===== src/sv/mpmh_pkg.sv =====
// ----------------------------------------------------------------------------
// mpmh_pkg: shared types and constants
// Command, drive and status codes, beat payloads and the configuration
// register set of the move-and-hold position controller.
// ----------------------------------------------------------------------------
package mpmh_pkg;

    localparam int PosW   = 24;
    localparam int TolW   = 16;
    localparam int SpeedW = 8;
    localparam int MsW    = 16;
    localparam int LevelW = 4;
    localparam int CfgIdxW  = 3;
    localparam int CfgDataW = 16;

    typedef enum logic [1:0] {
        CMD_SAMPLE  = 2'd0,
        CMD_MOVE    = 2'd1,
        CMD_RELEASE = 2'd2
    } cmd_t;

    typedef enum logic [2:0] {
        DRV_NONE  = 3'd0,
        DRV_COAST = 3'd1,
        DRV_BRAKE = 3'd2,
        DRV_INC   = 3'd3,
        DRV_DEC   = 3'd4
    } drive_t;

    typedef enum logic [2:0] {
        ST_IDLE    = 3'd0,
        ST_MOVING  = 3'd1,
        ST_REACHED = 3'd2,
        ST_NEAR    = 3'd3,
        ST_TIMEOUT = 3'd4,
        ST_STUCK   = 3'd5,
        ST_HOLDING = 3'd6,
        ST_INVALID = 3'd7
    } status_t;

    typedef enum logic [CfgIdxW-1:0] {
        CFG_POS_TOL     = 3'd0,
        CFG_HOLD_TOL    = 3'd1,
        CFG_SLOW_BAND   = 3'd2,
        CFG_NORMAL_SPD  = 3'd3,
        CFG_SLOW_SPD    = 3'd4,
        CFG_HOLD_SPD    = 3'd5,
        CFG_TIMEOUT_MS  = 3'd6,
        CFG_STUCK_MS    = 3'd7
    } cfg_idx_t;

    typedef struct packed {
        cmd_t                    cmd;
        logic signed [PosW-1:0]  position;
        logic                    ms_elapsed;
        logic [LevelW-1:0]       level;
        logic signed [PosW-1:0]  target_position;
    } item_t;

    typedef struct packed {
        drive_t              drive;
        logic [SpeedW-1:0]   speed;
        status_t             status;
        logic                hold_active;
    } result_t;

    typedef struct packed {
        logic [TolW-1:0]    position_tolerance;
        logic [TolW-1:0]    hold_tolerance;
        logic [TolW-1:0]    slow_band;
        logic [SpeedW-1:0]  far_duty;
        logic [SpeedW-1:0]  near_duty;
        logic [SpeedW-1:0]  hold_speed;
        logic [MsW-1:0]     timeout_limit;
        logic [MsW-1:0]     stuck_time_ms;
    } cfg_t;

    localparam cfg_t CFG_RESET = '{
        position_tolerance: 16'd5,
        hold_tolerance:     16'd5,
        slow_band:          16'd50,
        far_duty:           8'd200,
        near_duty:          8'd100,
        hold_speed:         8'd80,
        timeout_limit:      16'd5000,
        stuck_time_ms:      16'd500
    };

endpackage


===== src/sv/mpmh_stream_if.sv =====
// ----------------------------------------------------------------------------
// mpmh_stream_if: valid/ready channel
// One beat moves at a rising edge with valid and ready both high.
// ----------------------------------------------------------------------------
interface mpmh_stream_if #(
    parameter type T = logic
);
    logic valid;
    logic ready;
    T     data;

    modport source (output valid, output data, input ready);
    modport sink   (input valid, input data, output ready);
endinterface


===== src/sv/mpmh_cfg.sv =====
// ----------------------------------------------------------------------------
// mpmh_cfg: configuration register file
// Eight write-only registers, loaded through a plain indexed write port.
// ----------------------------------------------------------------------------
module mpmh_cfg
    import mpmh_pkg::*;
(
    input  logic                clk,
    input  logic                rst_n,
    input  logic                cfg_we,
    input  logic [CfgIdxW-1:0]  cfg_index,
    input  logic [CfgDataW-1:0] cfg_wdata,
    output cfg_t                cfg
);

    cfg_t cfg_reg;
    cfg_t cfg_next;

    always_comb
    begin
        cfg_next = cfg_reg;
        if (cfg_we)
        begin
            case (cfg_idx_t'(cfg_index))
                CFG_POS_TOL:    cfg_next.position_tolerance = cfg_wdata;
                CFG_HOLD_TOL:   cfg_next.hold_tolerance     = cfg_wdata;
                CFG_SLOW_BAND:  cfg_next.slow_band          = cfg_wdata;
                CFG_NORMAL_SPD: cfg_next.far_duty           = cfg_wdata[SpeedW-1:0];
                CFG_SLOW_SPD:   cfg_next.near_duty          = cfg_wdata[SpeedW-1:0];
                CFG_HOLD_SPD:   cfg_next.hold_speed         = cfg_wdata[SpeedW-1:0];
                CFG_TIMEOUT_MS: cfg_next.timeout_limit      = cfg_wdata;
                CFG_STUCK_MS:   cfg_next.stuck_time_ms      = cfg_wdata;
                default:        cfg_next = cfg_reg;
            endcase
        end
    end

    always_ff @(posedge clk or negedge rst_n)
    begin
        if (!rst_n)
        begin
            cfg_reg <= CFG_RESET;
        end
        else
        begin
            cfg_reg <= cfg_next;
        end
    end

    assign cfg = cfg_reg;

endmodule


===== src/sv/mpmh_ctrl.sv =====
// ----------------------------------------------------------------------------
// mpmh_ctrl: move/hold decision logic and controller state
// Evaluate one beat against the current state and update the state when
// the beat advances to the result register.
// ----------------------------------------------------------------------------
module mpmh_ctrl
    import mpmh_pkg::*;
#(
    parameter int MAX_LEVEL_VALUE = 10
)
(
    input  logic    clk,
    input  logic    rst_n,
    input  cfg_t    cfg,
    input  logic    fire,
    input  item_t   item,
    output result_t res
);

    localparam logic [MsW-1:0] MsMax = {MsW{1'b1}};

    logic                   moving_reg, moving_next;
    logic                   hold_on_reg, hold_on_next;
    logic                   release_reg, release_next;
    logic signed [PosW-1:0] hold_target_reg, hold_target_next;
    logic signed [PosW-1:0] last_pos_reg, last_pos_next;
    logic [MsW-1:0]         elapsed_reg, elapsed_next;
    logic [MsW-1:0]         since_reg, since_next;

    logic                   restart;
    logic signed [PosW-1:0] ref_pos;
    logic signed [PosW:0]   err;
    logic signed [PosW:0]   err_neg;
    logic [PosW-1:0]        err_mag;
    logic                   in_pos_tol;
    logic                   in_hold_tol;
    logic [SpeedW-1:0]      move_speed;
    drive_t                 toward;
    drive_t                 end_drive;
    logic [MsW-1:0]         elapsed_tick;
    logic [MsW-1:0]         since_tick;

    always_comb
    begin
        restart = (item.cmd == CMD_MOVE) &&
                  (item.level <= LevelW'(MAX_LEVEL_VALUE));
        // one subtractor serves both the move target and the hold target
        ref_pos = (item.cmd == CMD_MOVE) ? item.target_position : hold_target_reg;
        err     = {ref_pos[PosW-1], ref_pos} - {item.position[PosW-1], item.position};
        err_neg = -err;
        err_mag = err[PosW] ? err_neg[PosW-1:0] : err[PosW-1:0];

        in_pos_tol  = err_mag <= PosW'(cfg.position_tolerance);
        in_hold_tol = err_mag <= PosW'(cfg.hold_tolerance);
        move_speed  = (err_mag <= PosW'(cfg.slow_band)) ? cfg.near_duty : cfg.far_duty;
        toward      = err[PosW] ? DRV_DEC : DRV_INC;
        end_drive   = release_reg ? DRV_COAST : DRV_BRAKE;

        elapsed_tick = elapsed_reg;
        since_tick   = since_reg;
        if (moving_reg && item.ms_elapsed && !restart)
        begin
            elapsed_tick = (elapsed_reg != MsMax) ? elapsed_reg + 1'b1 : elapsed_reg;
            since_tick   = (since_reg != MsMax) ? since_reg + 1'b1 : since_reg;
        end

        moving_next      = moving_reg;
        hold_on_next     = hold_on_reg;
        release_next     = release_reg;
        hold_target_next = hold_target_reg;
        last_pos_next    = last_pos_reg;
        elapsed_next     = elapsed_tick;
        since_next       = since_tick;

        res.drive  = DRV_NONE;
        res.speed  = '0;
        res.status = ST_IDLE;

        case (item.cmd)
            CMD_MOVE:
            begin
                if (!restart)
                begin
                    res.status = ST_INVALID;
                end
                else
                begin
                    hold_target_next = item.target_position;
                    if (in_pos_tol)
                    begin
                        moving_next  = 1'b0;
                        res.status   = ST_NEAR;
                        hold_on_next = (item.level != '0);
                        if (item.level == '0)
                        begin
                            res.drive = DRV_COAST;
                        end
                    end
                    else
                    begin
                        moving_next   = 1'b1;
                        release_next  = (item.level == '0);
                        elapsed_next  = '0;
                        since_next    = '0;
                        last_pos_next = item.position;
                        res.status    = ST_MOVING;
                        res.drive     = toward;
                        res.speed     = move_speed;
                    end
                end
            end
            CMD_RELEASE:
            begin
                hold_on_next = 1'b0;
                res.status   = moving_reg ? ST_MOVING : ST_IDLE;
            end
            CMD_SAMPLE:
            begin
                if (moving_reg)
                begin
                    if (in_pos_tol || (elapsed_tick > cfg.timeout_limit))
                    begin
                        moving_next  = 1'b0;
                        hold_on_next = !release_reg;
                        res.drive    = end_drive;
                        res.status   = in_pos_tol ? ST_REACHED : ST_TIMEOUT;
                    end
                    else
                    begin
                        if (item.position != last_pos_reg)
                        begin
                            last_pos_next = item.position;
                            since_next    = '0;
                        end
                        if (since_next > cfg.stuck_time_ms)
                        begin
                            moving_next  = 1'b0;
                            hold_on_next = !release_reg;
                            res.drive    = end_drive;
                            res.status   = ST_STUCK;
                        end
                        else
                        begin
                            res.status = ST_MOVING;
                            res.drive  = toward;
                            res.speed  = move_speed;
                        end
                    end
                end
                else if (hold_on_reg)
                begin
                    res.status = ST_HOLDING;
                    if (in_hold_tol)
                    begin
                        res.drive = DRV_BRAKE;
                    end
                    else
                    begin
                        res.drive = toward;
                        res.speed = cfg.hold_speed;
                    end
                end
            end
            default:
            begin
                // unused command: report only
                res.status = moving_reg ? ST_MOVING : (hold_on_reg ? ST_HOLDING : ST_IDLE);
            end
        endcase

        res.hold_active = hold_on_next;
    end

    always_ff @(posedge clk or negedge rst_n)
    begin
        if (!rst_n)
        begin
            moving_reg      <= 1'b0;
            hold_on_reg     <= 1'b0;
            release_reg     <= 1'b0;
            hold_target_reg <= '0;
            last_pos_reg    <= '0;
            elapsed_reg     <= '0;
            since_reg       <= '0;
        end
        else if (fire)
        begin
            moving_reg      <= moving_next;
            hold_on_reg     <= hold_on_next;
            release_reg     <= release_next;
            hold_target_reg <= hold_target_next;
            last_pos_reg    <= last_pos_next;
            elapsed_reg     <= elapsed_next;
            since_reg       <= since_next;
        end
    end

endmodule


===== src/sv/motor_position_move_and_hold.sv =====
// ----------------------------------------------------------------------------
// motor_position_move_and_hold: bang-bang move-and-hold position controller
// Input register, combinational decision logic, result register.
// ----------------------------------------------------------------------------
// Takes one beat per clock unless the result side stalls, and returns
// exactly one result beat per input beat, in order. A beat is captured into
// the input register, evaluated by the decision logic in the next cycle and
// written to the result register once that register is free. Throughput is
// one beat per cycle while result.ready is high; it is set by the result
// register alone, which frees up in the same cycle its current beat is taken
// downstream. The controller state (move flag, hold flag, targets, ms
// counters) updates exactly when a beat advances into the result register,
// so back-to-back beats see the state left by their predecessor. cmd 1
// starts a move at the given level, or reports already-near when the target
// is within position_tolerance; levels above MAX_LEVEL_VALUE give status
// invalid and change only the ms counters of a running move. cmd 0 is an
// encoder sample: during a move it checks reached, then timeout, then stuck,
// and otherwise drives toward the target (slow duty inside slow_band); with
// hold enabled it brakes inside hold_tolerance or corrects at hold_speed.
// cmd 2 disables hold. The eight configuration registers load through
// cfg_we/cfg_index/cfg_wdata and are meant to be written only while no beat
// is in flight.
module motor_position_move_and_hold
    import mpmh_pkg::*;
#(
    parameter int MAX_LEVEL_VALUE = 10
)
(
    input  logic                clk,
    input  logic                rst_n,
    mpmh_stream_if.sink         item,
    mpmh_stream_if.source       result,
    input  logic                cfg_we,
    input  logic [CfgIdxW-1:0]  cfg_index,
    input  logic [CfgDataW-1:0] cfg_wdata
);

    cfg_t    cfg;
    item_t   in_data_reg;
    logic    in_valid_reg, in_valid_next;
    result_t out_data_reg;
    logic    out_valid_reg, out_valid_next;
    result_t step_res;
    logic    out_free;
    logic    advance;
    logic    take;

    mpmh_cfg u_cfg (
        .clk       (clk),
        .rst_n     (rst_n),
        .cfg_we    (cfg_we),
        .cfg_index (cfg_index),
        .cfg_wdata (cfg_wdata),
        .cfg       (cfg)
    );

    mpmh_ctrl #(
        .MAX_LEVEL_VALUE (MAX_LEVEL_VALUE)
    ) u_ctrl (
        .clk   (clk),
        .rst_n (rst_n),
        .cfg   (cfg),
        .fire  (advance),
        .item  (in_data_reg),
        .res   (step_res)
    );

    // Result register is free when empty or being drained this cycle.
    assign out_free = !out_valid_reg || result.ready;
    // Advance the held beat into the result register; state commits here.
    assign advance  = in_valid_reg && out_free;
    // Input slot is free when empty or moving on this cycle.
    assign item.ready = !in_valid_reg || out_free;
    assign take       = item.valid && item.ready;

    always_comb
    begin
        in_valid_next  = take || (in_valid_reg && !advance);
        out_valid_next = advance || (out_valid_reg && !result.ready);
    end

    always_ff @(posedge clk or negedge rst_n)
    begin
        if (!rst_n)
        begin
            in_valid_reg  <= 1'b0;
            out_valid_reg <= 1'b0;
        end
        else
        begin
            in_valid_reg  <= in_valid_next;
            out_valid_reg <= out_valid_next;
        end
    end

    // Payload registers: load on capture, hold otherwise.
    always_ff @(posedge clk)
    begin
        if (take)
        begin
            in_data_reg <= item.data;
        end
        if (advance)
        begin
            out_data_reg <= step_res;
        end
    end

    assign result.valid = out_valid_reg;
    assign result.data  = out_data_reg;

endmodule


===== src/flat_wrapper.sv =====
// flat-port wrapper written by rule: the top's interface ports become plain ports
module motor_position_move_and_hold_flat import mpmh_pkg::*;
#(
    parameter int MAX_LEVEL_VALUE = 10
)
  (clk, rst_n, cfg_we, cfg_index, cfg_wdata, item_valid, item_data, item_ready, result_valid, result_data, result_ready);
  mpmh_stream_if #(.T(item_t)) item_i ();
  mpmh_stream_if #(.T(result_t)) result_i ();
  input  logic clk;
  input  logic rst_n;
  input  logic cfg_we;
  input  logic [CfgIdxW-1:0] cfg_index;
  input  logic [CfgDataW-1:0] cfg_wdata;
  input wire logic [$bits(item_i.valid)-1:0] item_valid;
  input wire logic [$bits(item_i.data)-1:0] item_data;
  output wire logic [$bits(item_i.ready)-1:0] item_ready;
  output wire logic [$bits(result_i.valid)-1:0] result_valid;
  output wire logic [$bits(result_i.data)-1:0] result_data;
  input wire logic [$bits(result_i.ready)-1:0] result_ready;
  assign item_i.valid = item_valid;
  assign item_i.data = item_data;
  assign item_ready = item_i.ready;
  assign result_valid = result_i.valid;
  assign result_data = result_i.data;
  assign result_i.ready = result_ready;
  motor_position_move_and_hold #(.MAX_LEVEL_VALUE(MAX_LEVEL_VALUE)) u_core (.clk(clk), .rst_n(rst_n), .item(item_i), .result(result_i), .cfg_we(cfg_we), .cfg_index(cfg_index), .cfg_wdata(cfg_wdata));
endmodule

===== config.mk =====
export PLATFORM = sky130hd
export DESIGN_NAME = motor_position_move_and_hold_flat
export DESIGN_NICKNAME = d
export VERILOG_FILES = /design/src/sv/mpmh_pkg.sv /design/src/sv/mpmh_stream_if.sv /design/src/sv/mpmh_cfg.sv /design/src/sv/mpmh_ctrl.sv /design/src/sv/motor_position_move_and_hold.sv /design/src/flat_wrapper.sv
export SDC_FILE = /design/constraint.sdc
export NUM_CORES = 1
export LEC_CHECK = 0
export BUFFER_PORTS_ARGS = -buffer_cell sky130_fd_sc_hd__buf_2
export CAP_MARGIN = 30
export CORE_ASPECT_RATIO = 0.7
export CORE_MARGIN = 2
export CORE_UTILIZATION = 39
export DETAILED_ROUTE_END_ITERATION = 10
export HOLD_SLACK_MARGIN = 0.1
export PLACE_DENSITY = 0.54
export SLEW_MARGIN = 20
export SYNTH_ARGS = -nofsm -noshare
export SYNTH_HDL_FRONTEND = slang
export SYNTH_SLANG_ARGS = --single-unit
export TNS_END_PERCENT = 10

===== constraint.sdc =====
create_clock -name clk -period 20 [get_ports clk]
set_clock_uncertainty 0.15 [all_clocks]
set_input_delay 2 -clock clk [delete_from_list [all_inputs] [get_ports clk]]
set_output_delay 2 -clock clk [all_outputs]
set_load 0.005 [all_outputs]

* After elaboration in Yosys (flattened, before gate mapping)
Cells that the tools add are included.
W data, S select, Z words.
** Word-level totals
- Bits in registers :: 259
- Logic and storage cells :: 150
- Input port bits :: 79
** Cells by class
- Add/sub/neg operators :: 4
- Bitwise operators :: 1
- Equality and inequality tests :: 17
- Reduce and logical (&&, ||, !) cells :: 35
- Multiplexer cells :: 61
- $lt $le $gt $ge :: 6
** Operators with widths (count)
- $mux W16 :: 15
- $mux W24 :: 7
- $le A24 B16 Y1 :: 3
- $pmux W24 S2 :: 1
- $mux W8 :: 5
- $mux W3 :: 11
- $add A16 B1 Y16 const B :: 2
- $gt A16 B16 Y1 :: 2
- $ne A16 B16 Y1 const B :: 2
- $pmux W16 S2 :: 1
- $mux W14 :: 2
- $sub A24 B24 Y25 :: 1
- $ne A24 B24 Y1 :: 1
- $neg A24 Y24 :: 1
- $pmux W11 S2 :: 1
- $reduce_and A2 Y1 :: 8
- $eq A3 B3 Y1 const B :: 4
- $mux W1 :: 12
- $mux W11 :: 1
- $ne A2 B2 Y1 const B :: 5
- $pmux W3 S3 :: 1
- $logic_and A1 B1 Y1 :: 7
- $reduce_and A7 Y1 :: 1
- $eq A3 B2 Y1 const B :: 2
- other kinds (17) :: 28

* Depth between registers and ports, before layout
Gate-level depths: netlist of run 1.
- Depth after elaboration :: 15
- Depth in mapped cells :: 33
- Depth with buffers taken out :: 26

* Hierarchy
Synthesis of run 1 repeated with hierarchy kept, for this count alone.
** Second synthesis, totals
- Cell total of the unflattened synthesis :: 1403
- Area total of the unflattened synthesis :: 15608.7 µm²
** Modules (own cells, without submodules)
- mpmh_ctrl :: area an instance 9369.0 µm², seq. area each 2077.0 µm², times used 1, cells each 1097
- mpmh_cfg :: area an instance 4033.9 µm², seq. area each 2635.0 µm², times used 1, cells each 228
- motor_position_move_and_hold :: area an instance 2205.9 µm², seq. area each 2152.1 µm², times used 1, cells each 78

* Worst setup path before layout of run 1
OpenSTA, ideal clock, no wires.
- Kind :: reg-to-reg
- Start :: reg u_core.in_data_reg[53] in the netlist's numbering
- End :: reg u_core.u_ctrl.last_pos_reg[0]
- Path buffers :: 8
- Arrival :: 6.541 ns
- Slack :: 13.184 ns
- Cell stages (with the launch flop) :: 32
- Clock period less this slack :: 6.816 ns
- Required time :: 19.725 ns
- Cell sequence :: edfxtp_1 clkbuf_1 nand2b_1 clkbuf_1 buf_1 mux2_2 ha_1 buf_2 nand2_1 or3_1 a2111o_1 a21oi_1 o21ai_0 clkbuf_1 clkbuf_1 o21ai_0 ha_1 nor2b_1 o21a_1 o21a_1 o21a_1 o21ai_0 nand2b_1 a21oi_1 o21ai_0 a22oi_1 and3_1 or3_1 buf_4 nor2_8 buf_8 mux2_4
** Between the ends
- Cells in the longest elaborated chain, start to end :: 9
- Elaborated cells on any way between the ends :: 21
- Those cells by class :: 2 x add/sub; 2 x order compare; 6 x eq/ne; 4 x mux; 7 x reduce/logical
** Ends and longest elaborated chain
- from (decl) :: line motor_position_move_and_hold.sv:39 : item_t in_data_reg;
- from (signal assigned) :: line motor_position_move_and_hold.sv:101 : in_data_reg <= item.data;
- $eq A2 B1 Y1 :: line mpmh_ctrl.sv:45, mpmh_ctrl.sv:48, mpmh_ctrl.sv:79
- $mux W24 / $logic_and A1 B1 Y1 (equally long branches) :: line mpmh_ctrl.sv:48, mpmh_ctrl.sv:45
- $sub A24 B24 Y25 / $logic_not A1 Y1 (equally long branches)
- $neg A24 Y24 / $logic_and A1 B1 Y1 (equally long branches) :: line mpmh_ctrl.sv:50, mpmh_ctrl.sv:61
- $mux W24 / $mux W16 (equally long branches) :: line mpmh_ctrl.sv:51, mpmh_ctrl.sv:61
- $le A24 B16 Y1 / $gt A16 B16 Y1 (equally long branches) :: line mpmh_ctrl.sv:53, mpmh_ctrl.sv:121
- $logic_or A1 B1 Y1 :: line mpmh_ctrl.sv:121 : if (in_pos_tol || (elapsed_tick > cfg.timeout_limit))
- $ne A2 B2 Y1 (no line)
- $reduce_and A7 Y1 (no line)
- to (signal assigned) :: line mpmh_ctrl.sv:192 : last_pos_reg <= last_pos_next;
- to (decl) :: line mpmh_ctrl.sv:26 : logic signed [PosW-1:0] last_pos_reg, last_pos_next;
Parallel ways exist; a longest one is shown, timed or not.
A chain may end at the register's enable or synchronous reset.

* Worst setup path in the final report of run 1
- Start :: reg u_core.in_data_reg[54] in the netlist's numbering
- End :: reg u_core.u_ctrl.elapsed_reg[11]
** Between the ends
- Cells in the longest elaborated chain, start to end :: 9
- Elaborated cells on any way between the ends :: 13
- Those cells by class :: 2 x add/sub; 1 x order compare; 1 x eq/ne; 6 x mux; 3 x reduce/logical
** Ends and longest elaborated chain
- $eq A2 B1 Y1 * :: line mpmh_ctrl.sv:45, mpmh_ctrl.sv:48, mpmh_ctrl.sv:79
- $mux W24 :: line mpmh_ctrl.sv:48 : ref_pos = (item.cmd == CMD_MOVE) ? item.target_position : hold_target_reg;
- $sub A24 B24 Y25 :: line mpmh_ctrl.sv:49 : err = {ref_pos[PosW-1], ref_pos} - {item.position[PosW-1], item.position};
- $neg A24 Y24 :: line mpmh_ctrl.sv:50 : err_neg = -err;
- $mux W24 :: line mpmh_ctrl.sv:51 : err_mag = err[PosW] ? err_neg[PosW-1:0] : err[PosW-1:0];
- $le A24 B16 Y1 :: line mpmh_ctrl.sv:53 : in_pos_tol = err_mag <= PosW'(cfg.position_tolerance);
- $mux W16 :: line mpmh_ctrl.sv:89 : if (in_pos_tol)
- $mux W16 :: line mpmh_ctrl.sv:82 : if (!restart)
- $mux W16 * :: line mpmh_ctrl.sv:79 : case (item.cmd)
- to (signal assigned) :: line mpmh_ctrl.sv:193 : elapsed_reg <= elapsed_next;
- to (decl) :: line mpmh_ctrl.sv:27 : logic [MsW-1:0] elapsed_reg, elapsed_next;
Every way passes the cells marked *; elsewhere a longest branch is shown, timed or not.

==> impl_metrics.csv, run 1 <==
group,metric,value,unit
setup_path,r2r_setup_slack,12190,ps
setup_path,cp_max_fo,26,
timing,finalSetupViolations,0,
layout,area_growth,12.52,%
setup_path,required,20340,ps
clock_tree,hold_buffers,0,
setup_path,end_kind,"flip-flop",
timing,final_hold_viol_count,0,
timing,slew_headroom,0.4246,
layout,nets,1791,
clock_tree,cts_tree,"done",
timing,drv_slew,0,
die,die_h,171.4,um
clock_tree,ctsResizeCount,0,
die,die_area,0.04166,mm^2
logic_synthesis,netlist_instances,1515,
die,die_w,243.1,um
logic_synthesis,synth_nets,1702,
routing,vias,11490,
grt,overflow,0,
logic_synthesis,syn_area,0.01561,mm^2
logic_synthesis,synth-edff-count,70,
die,row_count,61,
pwr,p_leak,7.512,nW
worst_hold_path,min_to,"u_core.u_ctrl.hold_target_reg[20]",
logic_synthesis,async_flop_share,0.7297,
layout,n_antenna_cell,0,
timing,min_period_over_period,0.3907,
routing,firstDrtPassIters,5,
clock_tree,cts_setup_buffers,0,
outcome,status,"completed",
die,start_util,0.3940,
layout,largest_reg_flops,104,
place,placed_cells,2106,
timing,period_minus_slack,7815,ps
place,gp_congestion,0.9098,
layout,num-fill-cells,3809,
layout,register_area,0.006864,mm^2
grt,grt_util_all_layers,0.1948,
worst_hold_path,holdCritStartpoint,"u_core.u_ctrl.hold_target_reg[20]",
grt,grt_pass1_wl,63960,um
setup_path,rr_worst_depth,25,
worst_hold_path,hold_depth,1,
pwr,ir_drop,0.06404,mV
logic_synthesis,synth.largest_area_cell,"dfrtp_1",
timing,tns,0,ps
grt,grt_pass1_vias,11220,
clock_tree,cts_buffer_depth,3,
place,port_buffers,95,
routing,drt_iter0_drc,915,
logic_synthesis,avgSynthCellArea,10.30,um^2
logic_synthesis,ys_warn_count,0,
logic_synthesis,synth_top_area_frac,0.2614,
setup_path,r2r-end,"u_core.u_ctrl.elapsed_reg[11]",
grt,antenna_found_initial,0,
clock_tree,cts.sinks,259,
logic_synthesis,synth_seq_area_share,0.4398,
layout,finish.instance_area,0.01756,mm^2
layout,fin_util,0.4433,
place,hpwl,29850,um
routing,ant_nets,0,
clock_tree,clk_latency,560,ps
setup_path,worstPathArrival,8160,ps
setup_path,slowest_delay,640,ps
setup_path,worst_setup_path_start_kind,"flip-flop",
worst_hold_path,min_path_type,"reg -> reg",
grt,grt_max_degree,70,
routing,drt-total-wl,39880,um
timing,rsz0062_at_grt,"no",
layout,drive_gt1_frac,0.2153,
logic_synthesis,synth_top_cells_by_area,"dfrtp_1 (26%), edfxtp_1 (13%), ha_1 (8.6%)",
clock_tree,clkTransAtPathRegs,60,ps
layout,instances_no_fill,2161,
setup_path,path_class,"reg -> reg",
routing,vias_per_cell,5.315,
logic_synthesis,synth_ff_type,"dfrtp_1",
flow_run,drv_cap,0,
place,placed_area,0.01663,mm^2
routing,routedWlPerCell,18.45,um
layout,multi_input_area,0.008075,mm^2
setup_path,reg2reg_from,"u_core.in_data_reg[54]",
clock_tree,numCtsBuffers,28,
die,core_area,0.03961,mm^2
pwr,p_per_area,121.4,mW/mm^2
logic_synthesis,ys_seq_elements,259,
setup_path,cpMaxStageDelayCell,"nor2_1",
clock_tree,htree_levels,1,
routing,drc,0,
clock_tree,ctsRootBufferMaster,"clkbuf_16",
timing,max_freq,0.1280,GHz
timing,tightest_slew,860.6,ps
die,io_pins,96,
logic_synthesis,synth.distinct_cells,90,
==> layout make-up <==
class | count | share of cell area
clock inverters | 16 | 0.006626
clock buffers | 36 | 0.04453
inverters | 116 | 0.02480
well taps | 535 | 0.03812
multi-input cells | 1088 | 0.4598
flip-flops and latches | 259 | 0.3909
repair buffers | 111 | 0.03520
==> cells by family after synthesis <==
| family | share of synthesized area |
|---|---|
| flip-flops | 0.4398 |
| multiplexers | 0.1124 |
| AO/OA/AOI/OAI | 0.1418 |
| adder cells (fa/ha/maj) | 0.08707 |
| buffers and inverters | 0.04434 |
| AND/OR/NAND/NOR | 0.1365 |
| XOR/XNOR | 0.03808 |
==> where the power goes <==
group	total (mW)	internal, mW	switching [mW]
combinational	0.903	0.389	0.514
sequential	0.719	0.657	0.0620
clock	0.510	0.289	0.221
total	2.13	1.33	0.797
==> cells in the final DEF (no fill, tap or decap), types with 30 or more instances in the layout <==
cell	synthesis	final
nor2_1	66	66
nand3_1	34	34
inv_1	115	115
mux2_2	110	110
buf_2	10	94
o21ai_0	101	100
edfxtp_1	70	70
o21a_1	30	30
xnor2_1	45	45
ha_1	107	107
nand2_1	143	142
dfrtp_1	163	163
a21oi_1	71	71
==> layer usage <==
| layer | vias up | wire (um) | part of all wire | GRT usage |
|---|---|---|---|---|
| li1 | 5638 | - | - | - |
| met1 | 5571 | 22080 | 0.55 | 0.3138 |
| met2 | 237 | 15160 | 0.38 | 0.2678 |
| met3 | 40 | 1917 | 0.048 | 0.03308 |
| met4 | 0 | 713 | 0.018 | 0.03814 |
| met5 | - | 0 | 0 | 0 |
==> cell usage after synthesis (15+ instances only) <==
master and count:
inv_1 115, mux2_2 110, nand2_1 143, nor2_1 66, dfrtp_1 163, nand2b_1 25
nand3_1 34, ha_1 107, clkbuf_1 33, mux2i_1 17, edfxtp_1 70, nor3_1 27
mux2_4 20, dfstp_2 26, xnor2_1 45, a21o_1 25, nand4_1 27, o21a_1 30
nor2b_1 15, a21oi_1 71, xor2_1 21, o21ai_0 101
==> through the flow <==
stage | power, mW | setup slack (ps) | hold WS, ps
after detailed placement | 1.614 | 12270 | 337.1
after CTS | 2.142 | 12240 | 351.6
after floorplan | 1.378 | 13180 | 306.9
after global placement | 1.601 | 12480 | 327.9
after global routing | 2.304 | 11470 | 364.4
final | 2.131 | 12190 | 350.1
==> critical path, delay by kind of cell (launching register included) <==
| kind | cells | cell delay (ps) |
|---|---|---|
| buffers and inverters | 2 | 580 |
| adders and majority gates | 2 | 750 |
| AOI/OAI and AO/OA | 12 | 2920 |
| DFF | 1 | 580 |
| and+or+nand+nor | 8 | 2370 |
| muxes | 1 | 390 |
==> worst max-delay path by stage <==
stage                                 from  depth (start not counted)                             to
floorplan           u_core.in_data_reg[53]                         31  u_core.u_ctrl.last_pos_reg[0]
global placement    u_core.in_data_reg[54]                         25  u_core.u_ctrl.elapsed_reg[11]
finish              u_core.in_data_reg[54]                         25  u_core.u_ctrl.elapsed_reg[11]
global route        u_core.in_data_reg[54]                         28   u_core.u_ctrl.elapsed_reg[9]
CTS                 u_core.in_data_reg[54]                         25  u_core.u_ctrl.elapsed_reg[11]
detailed placement  u_core.in_data_reg[54]                         25  u_core.u_ctrl.elapsed_reg[11]
Power figures use the tool's default switching activity.
==> run 2, diff against run 1 <==
--- a/config.mk
+++ b/config.mk
@@ -5,6 +5,7 @@
 export SDC_FILE = /design/constraint.sdc
 export NUM_CORES = 1
 export LEC_CHECK = 0
+export ABC_AREA = 1
 export BUFFER_PORTS_ARGS = -buffer_cell sky130_fd_sc_hd__buf_2
 export CAP_MARGIN = 30
 export CORE_ASPECT_RATIO = 0.7
==> constraint.sdc (replaced) <==
create_clock -name clk -period 7.7 [get_ports clk]
set_clock_uncertainty 0.15 [all_clocks]
set_input_delay 0.77 -clock clk [delete_from_list [all_inputs] [get_ports clk]]
set_output_delay 0.77 -clock clk [all_outputs]
set_load 0.005 [all_outputs]
==> run 2 against run 1 <==
Compared with the run above:
- cell count grew 26%
- largest cell class unchanged
- worst setup slack worse by 11000 ps
- highest routed layer unchanged
- count of clock-buffer cells in the layout stayed put
- die area rose by 1.9%
- global-route usage grew 1.4 points
- non-clock buffer count is 1 lower
- critical endpoint is now u_core.u_ctrl.last_pos_reg[16]
- sequential share of layout area is 1.1 points lower
- area after synthesis up 2.0%
==> impl_metrics.csv, run 2 <==
group,metric,value,unit
timing,tightest_slew,916.2,ps
worst_hold_path,min_path_type,"in -> reg",
logic_synthesis,avgSynthCellArea,7.674,um^2
layout,nets,2353,
timing,slew_headroom,0.3835,
clock_tree,cts_setup_buffers,0,
grt,grt_pass1_wl,70040,um
setup_path,worstPathArrival,6870,ps
clock_tree,ctsResizeCount,0,
logic_synthesis,synth_seq_area_share,0.4313,
flow_run,drv_cap,0,
place,gp_congestion,0.8925,
logic_synthesis,syn_area,0.01592,mm^2
setup_path,path_class,"reg -> reg",
timing,drv_slew,0,
pwr,ir_drop,0.1632,mV
logic_synthesis,synth_common_cells,"nand2_1 (648), inv_1 (319), o21ai_0 (177)",
timing,final_hold_viol_count,0,
outcome,status,"completed",
layout,drive_gt1_frac,0.1023,
logic_synthesis,ys_warn_count,0,
logic_synthesis,synth_ff_type,"dfrtp_1",
die,die_w,245.5,um
routing,vias,13540,
timing,min_period_over_period,0.8521,
logic_synthesis,synth_most_common_cell,"nand2_1",
logic_synthesis,synth_nets,2261,
logic_synthesis,synth.distinct_cells,54,
place,hpwl,33890,um
clock_tree,htree_levels,1,
setup_path,cpMaxStageDelayCell,"ha_1",
layout,mostFrequentLayoutCells,"nand2_1 (648), inv_1 (318), o21ai_0 (177)",
grt,grt_pass1_vias,12310,
layout,largest_reg_flops,104,
timing,hold-worst-slack,215.3,ps
logic_synthesis,netlist_instances,2074,
timing,period_minus_slack,6561,ps
timing,tns,0,ps
clock_tree,hold_buffers,1,
die,start_util,0.3979,
routing,drt-total-wl,44330,um
die,row_count,61,
setup_path,required,8010,ps
logic_synthesis,ys_seq_elements,259,
grt,busiest_layer,"met1",
setup_path,cp_max_fo,48,
grt,use_met2,0.2797,
setup_path,slowest_delay,490,ps
routing,firstDrtPassIters,5,
logic_synthesis,async_flop_share,0.7297,
clock_tree,ctsRootBufferMaster,"clkbuf_16",
logic_synthesis,synth.largest_area_cell,"dfrtp_1",
grt,grt_max_degree,62,
clock_tree,cts_tree,"done",
die,core_area,0.03999,mm^2
clock_tree,numCtsBuffers,29,
clock_tree,cts_buffer_depth,3,
layout,area_growth,13.55,%
timing,max_freq,0.1524,GHz
die,die_area,0.04247,mm^2
logic_synthesis,synth-edff-count,70,
place,port_buffers,95,
setup_path,worst_setup_path_start_kind,"flip-flop",
clock_tree,cts.sinks,259,
setup_path,end_kind,"flip-flop",
logic_synthesis,synth_top_cells_by_area,"dfrtp_1 (26%), nand2_1 (15%), edfxtp_1 (13%)",
grt,overflow,0,
layout,final_common_cell,"nand2_1",
routing,drt_iter0_drc,1162,
layout,num-fill-cells,4015,
grt,grt_util_all_layers,0.2087,
timing,finalSetupViolations,0,
routing,routedWlPerCell,16.26,um
die,io_pins,96,
clock_tree,clkTransAtPathRegs,60,ps
routing,ant_nets,0,
routing,vias_per_cell,4.965,
clock_tree,clk_latency,580,ps
logic_synthesis,synth_top_area_frac,0.2563,
grt,antenna_found_initial,1,
routing,drc,0,
grt,use_met1,0.3495,
timing,rsz0062_at_grt,"no",
pwr,p_leak,9.144,nW
die,die_h,173.0,um
grt,grt_use_met3,0.02840,
pwr,p_per_area,339.7,mW/mm^2
setup_path,r2r_setup_slack,1140,ps
setup_path,cp_common_cell,"nand2_1",
[run 2: cell types whose count changed after synthesis, moves of 34 or more]
| cell | change |
|---|---|
| inv_1 | +204 |
| mux2_2 | -110 |
| nand3_1 | +71 |
| nor2_1 | +62 |
| nand4_1 | +34 |
| nand2_1 | +505 |
| o21ai_0 | +76 |
[run 2: area by class of cell]
cell class	instances	area [um^2]	area share
Tap cell	535	669.4	0.03704
Clock inverter	18	281.5	0.01558
Clock buffer	36	772.0	0.04272
Multi-Input combinational cell	1440	7605	0.4208
Timing Repair Buffer	110	650.6	0.03600
Antenna cell	2	5.005	0.0002770
Sequential cell	259	6864	0.3798
Inverter	326	1224	0.06771
[run 2: cells by family (layout without fill, tap and decap cells)]
| family | after synthesis | after routing | share of synthesized area |
|---|---|---|---|
| flip-flops | 259 | 259 | 0.4313 |
| other | 0 | 2 | 0 |
| AND/OR/NAND/NOR | 1003 | 1003 | 0.2660 |
| XOR/XNOR | 62 | 62 | 0.03530 |
| multiplexers | 1 | 1 | 0.0006290 |
| AO/OA/AOI/OAI | 266 | 266 | 0.09017 |
| buffers and inverters | 375 | 490 | 0.09119 |
| adder cells (fa/ha/maj) | 108 | 108 | 0.08538 |
[run 2: power breakdown]
group	total [mW]	internal [mW]	switching (mW)
combinational	2.69	0.959	1.73
clock	1.56	0.948	0.611
sequential	1.89	1.72	0.177
[run 2: through the flow]
step	utilization	instance area, um^2	cells	setup slack, ps	total power [mW]
4_1_cts	0.4514	18050	2723	1205	6.167
5_1_grt	0.4517	18070	2724	406.6	6.680
2_1_floorplan	-	15920	2074	1776	3.847
3_5_place_dp	0.4249	16990	2668	1232	4.581
6_report	0.4519	18070	2726	1139	6.139
3_3_place_gp	0.4231	16920	2665	1419	4.524
[run 2: layer usage]
| metal | up-vias | share of wire | routed length (um) |
|---|---|---|---|
| li1 | 6861 | - | - |
| met1 | 6309 | 0.55 | 24230 |
| met2 | 323 | 0.39 | 17070 |
| met3 | 42 | 0.054 | 2387 |
| met4 | 0 | 0.014 | 640 |
| met5 | - | 0 | 0 |
[run 2: worst paths after layout]
check	start	endpoint	depth (start not counted)
max in group asynchronous	rst_n	u_core.u_ctrl.since_reg[8]	3
worst max-delay path	u_core.in_data_reg[53]	u_core.u_ctrl.last_pos_reg[16]	37
worst min-delay path	item_data[25]	u_core.in_data_reg[25]	1
min in group asynchronous	rst_n	u_core.u_cfg.cfg[48]	2
worst max register to register	u_core.in_data_reg[53]	u_core.u_ctrl.last_pos_reg[16]	37
worst min register to register	u_core.u_cfg.cfg[59]	u_core.u_cfg.cfg[59]	2
[run 2: critical path, delay by kind of cell (launching register included)]
family	cells	cell delay, ps
AOI/OAI and AO/OA	6	930
xor gates and xnor gates	2	320
adders and majority gates	2	780
buffers and inverters	9	1730
DFF	1	420
and+or+nand+nor	18	2080
